### src/npcm_pkg.sv
// Shared types and constants of the nearest palette color mapper.
`default_nettype none

package npcm_pkg;

    localparam int PALETTE_SIZE = 16;
    localparam int IDX_W        = (PALETTE_SIZE > 1) ? $clog2(PALETTE_SIZE) : 1;
    localparam int CNT_W        = $clog2(PALETTE_SIZE + 1);
    localparam int CFG_W        = 5;
    localparam int DIST_W       = 18;

    typedef enum logic
    {
        OP_LOAD = 1'b0,
        OP_MAP  = 1'b1
    } op_t;

    typedef struct packed
    {
        op_t        op;
        logic [3:0] entry_index;
        logic [7:0] in_red;
        logic [7:0] in_green;
        logic [7:0] in_blue;
        logic       pixel_last;
    } pixel_t;

    typedef struct packed
    {
        logic [7:0] out_red;
        logic [7:0] out_green;
        logic [7:0] out_blue;
        logic [3:0] chosen_index;
        logic       result_last;
    } result_t;

    // Beat handed from one cell to the next: the item plus the running best match.
    typedef struct packed
    {
        pixel_t            item;
        logic [DIST_W-1:0] best_dist;
        logic [IDX_W-1:0]  best_idx;
        logic [7:0]        best_red;
        logic [7:0]        best_green;
        logic [7:0]        best_blue;
    } beat_t;

    function automatic logic [15:0] sq_diff(input logic [7:0] a, input logic [7:0] b);
        logic [7:0] d;
        d = (a > b) ? (a - b) : (b - a);
        return d * d;
    endfunction

endpackage

`default_nettype wire

### src/npcm_cell.sv
// One palette cell: holds one entry, compares the passing pixel, forwards the beat.
`default_nettype none

module npcm_cell
(
    input  wire logic                     clk,
    input  wire logic                     rst_n,
    input  wire logic                     advance,
    input  wire logic [npcm_pkg::IDX_W-1:0] cell_id,
    input  wire logic [npcm_pkg::CNT_W-1:0] count_eff,
    input  wire logic                     beat_in_valid,
    input  wire npcm_pkg::beat_t          beat_in,
    output logic                          beat_out_valid,
    output npcm_pkg::beat_t               beat_out
);
    import npcm_pkg::*;

    logic [23:0]       pal_reg;
    logic              valid_reg;
    beat_t             beat_reg;
    beat_t             beat_next;
    logic [DIST_W-1:0] cand_dist;
    logic              active;
    logic              load_hit;

    assign cand_dist = DIST_W'(sq_diff(beat_in.item.in_red,   pal_reg[23:16]))
                     + DIST_W'(sq_diff(beat_in.item.in_green, pal_reg[15:8]))
                     + DIST_W'(sq_diff(beat_in.item.in_blue,  pal_reg[7:0]));

    assign active   = (CNT_W'(cell_id) < count_eff) || (cell_id == '0);
    assign load_hit = beat_in_valid && (beat_in.item.op == OP_LOAD)
                   && (32'(beat_in.item.entry_index) == 32'(cell_id));

    always_comb
    begin
        beat_next = beat_in;
        // Take over the best match; the first cell always seeds it
        if (beat_in_valid && (beat_in.item.op == OP_MAP) && active
            && ((cell_id == '0) || (cand_dist < beat_in.best_dist)))
        begin
            beat_next.best_dist  = cand_dist;
            beat_next.best_idx   = cell_id;
            beat_next.best_red   = pal_reg[23:16];
            beat_next.best_green = pal_reg[15:8];
            beat_next.best_blue  = pal_reg[7:0];
        end
    end

    always_ff @(posedge clk or negedge rst_n)
    begin
        if (!rst_n)
        begin
            valid_reg <= 1'b0;
        end
        else if (advance)
        begin
            valid_reg <= beat_in_valid;
        end
    end

    always_ff @(posedge clk)
    begin
        if (advance)
        begin
            beat_reg <= beat_next;
            if (load_hit)
            begin
                pal_reg <= {beat_in.item.in_red, beat_in.item.in_green, beat_in.item.in_blue};
            end
        end
    end

    assign beat_out_valid = valid_reg;
    assign beat_out       = beat_reg;

endmodule

`default_nettype wire
### config.mk
export PLATFORM = sky130hd
export DESIGN_NAME = npcm_cell
export DESIGN_NICKNAME = d
export VERILOG_FILES = /design/src/npcm_pkg.sv /design/src/npcm_cell.sv
export SDC_FILE = /design/constraint.sdc
export NUM_CORES = 1
export LEC_CHECK = 0
export ABC_AREA = 1
export BUFFER_PORTS_ARGS = -buffer_cell sky130_fd_sc_hd__buf_2
export CORE_MARGIN = 5
export CORE_UTILIZATION = 35
export DETAILED_ROUTE_END_ITERATION = 8
export PLACE_DENSITY = 0.54
export SLEW_MARGIN = 10
export SYNTH_ARGS = -nofsm -noshare
export SYNTH_HDL_FRONTEND = slang
export SYNTH_SLANG_ARGS = --single-unit
export TNS_END_PERCENT = 10
### constraint.sdc
create_clock -name clk -period 8 [get_ports clk]
set_input_delay 0.8 -clock clk [delete_from_list [all_inputs] [get_ports clk]]
set_output_delay 0.8 -clock clk [all_outputs]
set_load 0.005 [all_outputs]
==> results.md <==
- Outcome: finished, violations left
- Failing checks: setup timing
- Die height: 199.8 um
- Setup violators final: 46
- CTS HTree Levels: 3
- Yosys warns: 0
- CP endpoint kind: register
- Post-route design area: ~18000 um^2
- Period utilization: 102.8%
- Final Instance Count excl. Fillers: between 2k and 2.5k
- Min-delay worst type: input pin to async pin
- Largest net degree at the start of global routing: around 40
- Placed Cells incl. Taps: ~2.3k
- Synthesized net count: 1876
- GPL Wtd Cong: between 0.9 and 1
- Area share of the largest cell type after synthesis: 23.83%
- Post-DRT Antenna Nets: 0
- Ratio of cells with drive above 1 in the final layout: 39.33%
- Max reg flops: 76
- Worst-case reg-to-reg path depth: 43
- DR vias: 11.00k
- Initial Util: 35.43%
- RSZ-0062 raised after global routing: yes
- Syn avg cell area: 8.380 um^2
- CTS tree: done
- Post-route minimum period: between 8 and 9 ns
- CTS max path bufs: 2
- Top post-synthesis cells by area: edfxtp_1 24%, fa_1 22%, ha_1 14%
- First-pass GRT wire length: 57.28 mm
- Vias in the first global route: around 12k
- Cell taking the most area after synthesis: edfxtp_1
- Clk_skew: between 0.01 and 0.015 ns
- Pre-CTS setup slack: -0.8012 ns
- Startpoint types: input pin
- CP Data Required Time: just over 8 ns
- Clk sink count: slightly above 100
- Worst-Skew Late Latency: 0.37 ns
- Final hold violation count: 0
- DR WL/cell: ~15 um
- DRC viols: 0
- DRT iter0 DRCs: 420
- #FFs+latches synth: 101
- Core Area: 35570 um^2
- Initial antenna violation count: 0
- Drt via density: 4.528
- Worst path arrival time: roughly 8.3 ns
- Clock Tree Root: clkbuf_16
- # diodes: 0
- Filler cell count in the final layout: 3410
- Max frequency: roughly 0.12 GHz
- Slew @ Worst Pin: approximately 0.66 ns
- Port Buffer Count: approximately 170
- Synth-to-Final Area Change: 41.96%
- TritonCTS Buffers: 9
- IO Pins: approximately 170
- Die Area: ~40000 um^2
- Crit Path Category: input pin to register
- First-pass DRT Iterations: 5
- Total Wirelength: about 36 mm
- Final Max Slew Viols: 0
- Nets@finish: roughly 2.3k
- Critical-path maximum fanout: 6
- Yosys cell types: 40
- Max cap viols: 0
- Worst path max stage delay: around 0.54 ns
- Post-synthesis cell count: 1504
- Reg clk slew, reported paths: 0.07 ns
- Die width: ~200 um
- Hold-fix buffers, CTS: 0
- Congestion Overflow GR: 0
- Headroom to the max-slew limit: 56.14%
- Seq/Total Area, Yosys: between 20% and 30%
- # rows: 69
- Mapped cell area: 12600 um^2
- Area post-placement: ~16000 um^2
- GRT Total Usage: about 18%
- Final worst slack: -0.2233 ns
- Worst Hold Slack: around 0.20 ns
- CP max stage cell: fa_2
- Dpl hpwl: between 20 and 30 mm
==> routing by layer <==
metal  routed length [um]  up-vias  GRT usage, %
li1                     -     5504             -
met1                15520     5289         22.98
met2                18340      170         32.85
met5                    0        -             0
met3                 1244       36         1.746
met4                  637        0         4.025
==> synth_stat cells, drive strengths merged <==
cell and number:
a21boi 2, a21o 4, a21oi 46, buf 21, dfrtp 1, edfxtp 100, fa 139, ha 144
inv 370, nand2 387, nand2b 1, nand3 89, nand4 16, nor2 118, nor3 3, o211ai 2
o21a 7, o21ai 15, o21bai 5, o22ai 1, or2 5, xnor2 11, xor2 17
==> what timing repair did <==
action	4_1_cts	5_1_grt
buffers inserted	42	16
setup endpoints to repair	46	46
gates resized for setup	167	102
pin swaps	87	48
gates cloned	4	4
==> stage by stage <==
step | TNS [ns] | util, %
after floorplan | 0 | -
after global placement | -31.00 | 44.74
after detailed placement | -34.72 | 44.74
after CTS | -4.943 | 48.56
after global routing | -27.23 | 50.30
final | -9.179 | 50.30
==> cell families after synthesis <==
logic type / share of synthesized area (%)
xor gates and xnor gates: 1.946
AOI/OAI and AO/OA: 4.110
and+or+nand+nor: 21.52
buffers and inverters: 12.02
DFF: 24.02
adders and majority gates: 36.37
==> area by class of cell <==
cell class / instances / area [um^2] / share of cell area [%]
sequential: 101 / 3028 / 16.92
clock inverter: 7 / 55.05 / 0.3077
inverter: 370 / 1414 / 7.902
multi-input combinational: 1013 / 9214 / 51.50
timing repair buffer: 468 / 3379 / 18.89
tap: 461 / 576.8 / 3.224
clock buffer: 9 / 225.2 / 1.259
==> critical path: cells and delay by family <==
kind	cells	cell delay, ns
compound gates	1	0.07
fa+ha+maj	11	4.49
buf+inv	13	1.07
simple gates	21	1.91
==> placed cells by master, fill, tap and decap left out, drive strengths merged <==
master  count
buf       464
a21oi      46
xnor2      11
nand2     388
nand3      89
clkbuf     12
nor3        3
nor2      118
inv       374
xor2       17
o21a        7
bufbuf      1
dfrtp       1
ha        144
o21bai      5
o21ai      15
edfxtp    100
o22ai       1
clkinv      3
nand4      16
o211ai      2
a21boi      2
a21o        4
nand2b      1
or2         5
fa        139
==> worst paths after layout <==
| path | start | end | slack (ns) |
|---|---|---|---|
| worst max-delay path | beat_in[63] | beat_out[44]$_DFFE_PP_ | -0.22 |
| worst min-delay path | rst_n | beat_out_valid$_DFFE_PN0P_ | 0.20 |
| worst max register to register | pal_reg[16]$_DFFE_PP_ | beat_out[44]$_DFFE_PP_ | -0.20 |
| worst min register to register | beat_out_valid$_DFFE_PN0P_ | beat_out_valid$_DFFE_PN0P_ | 0.54 |
| max in group asynchronous | rst_n | beat_out_valid$_DFFE_PN0P_ | 7.72 |
| min in group clk | beat_out_valid$_DFFE_PN0P_ | beat_out_valid$_DFFE_PN0P_ | 0.54 |
Power is not shown: default switching activity piles up to over one toggle a cycle in this logic, so the estimate is an artifact.
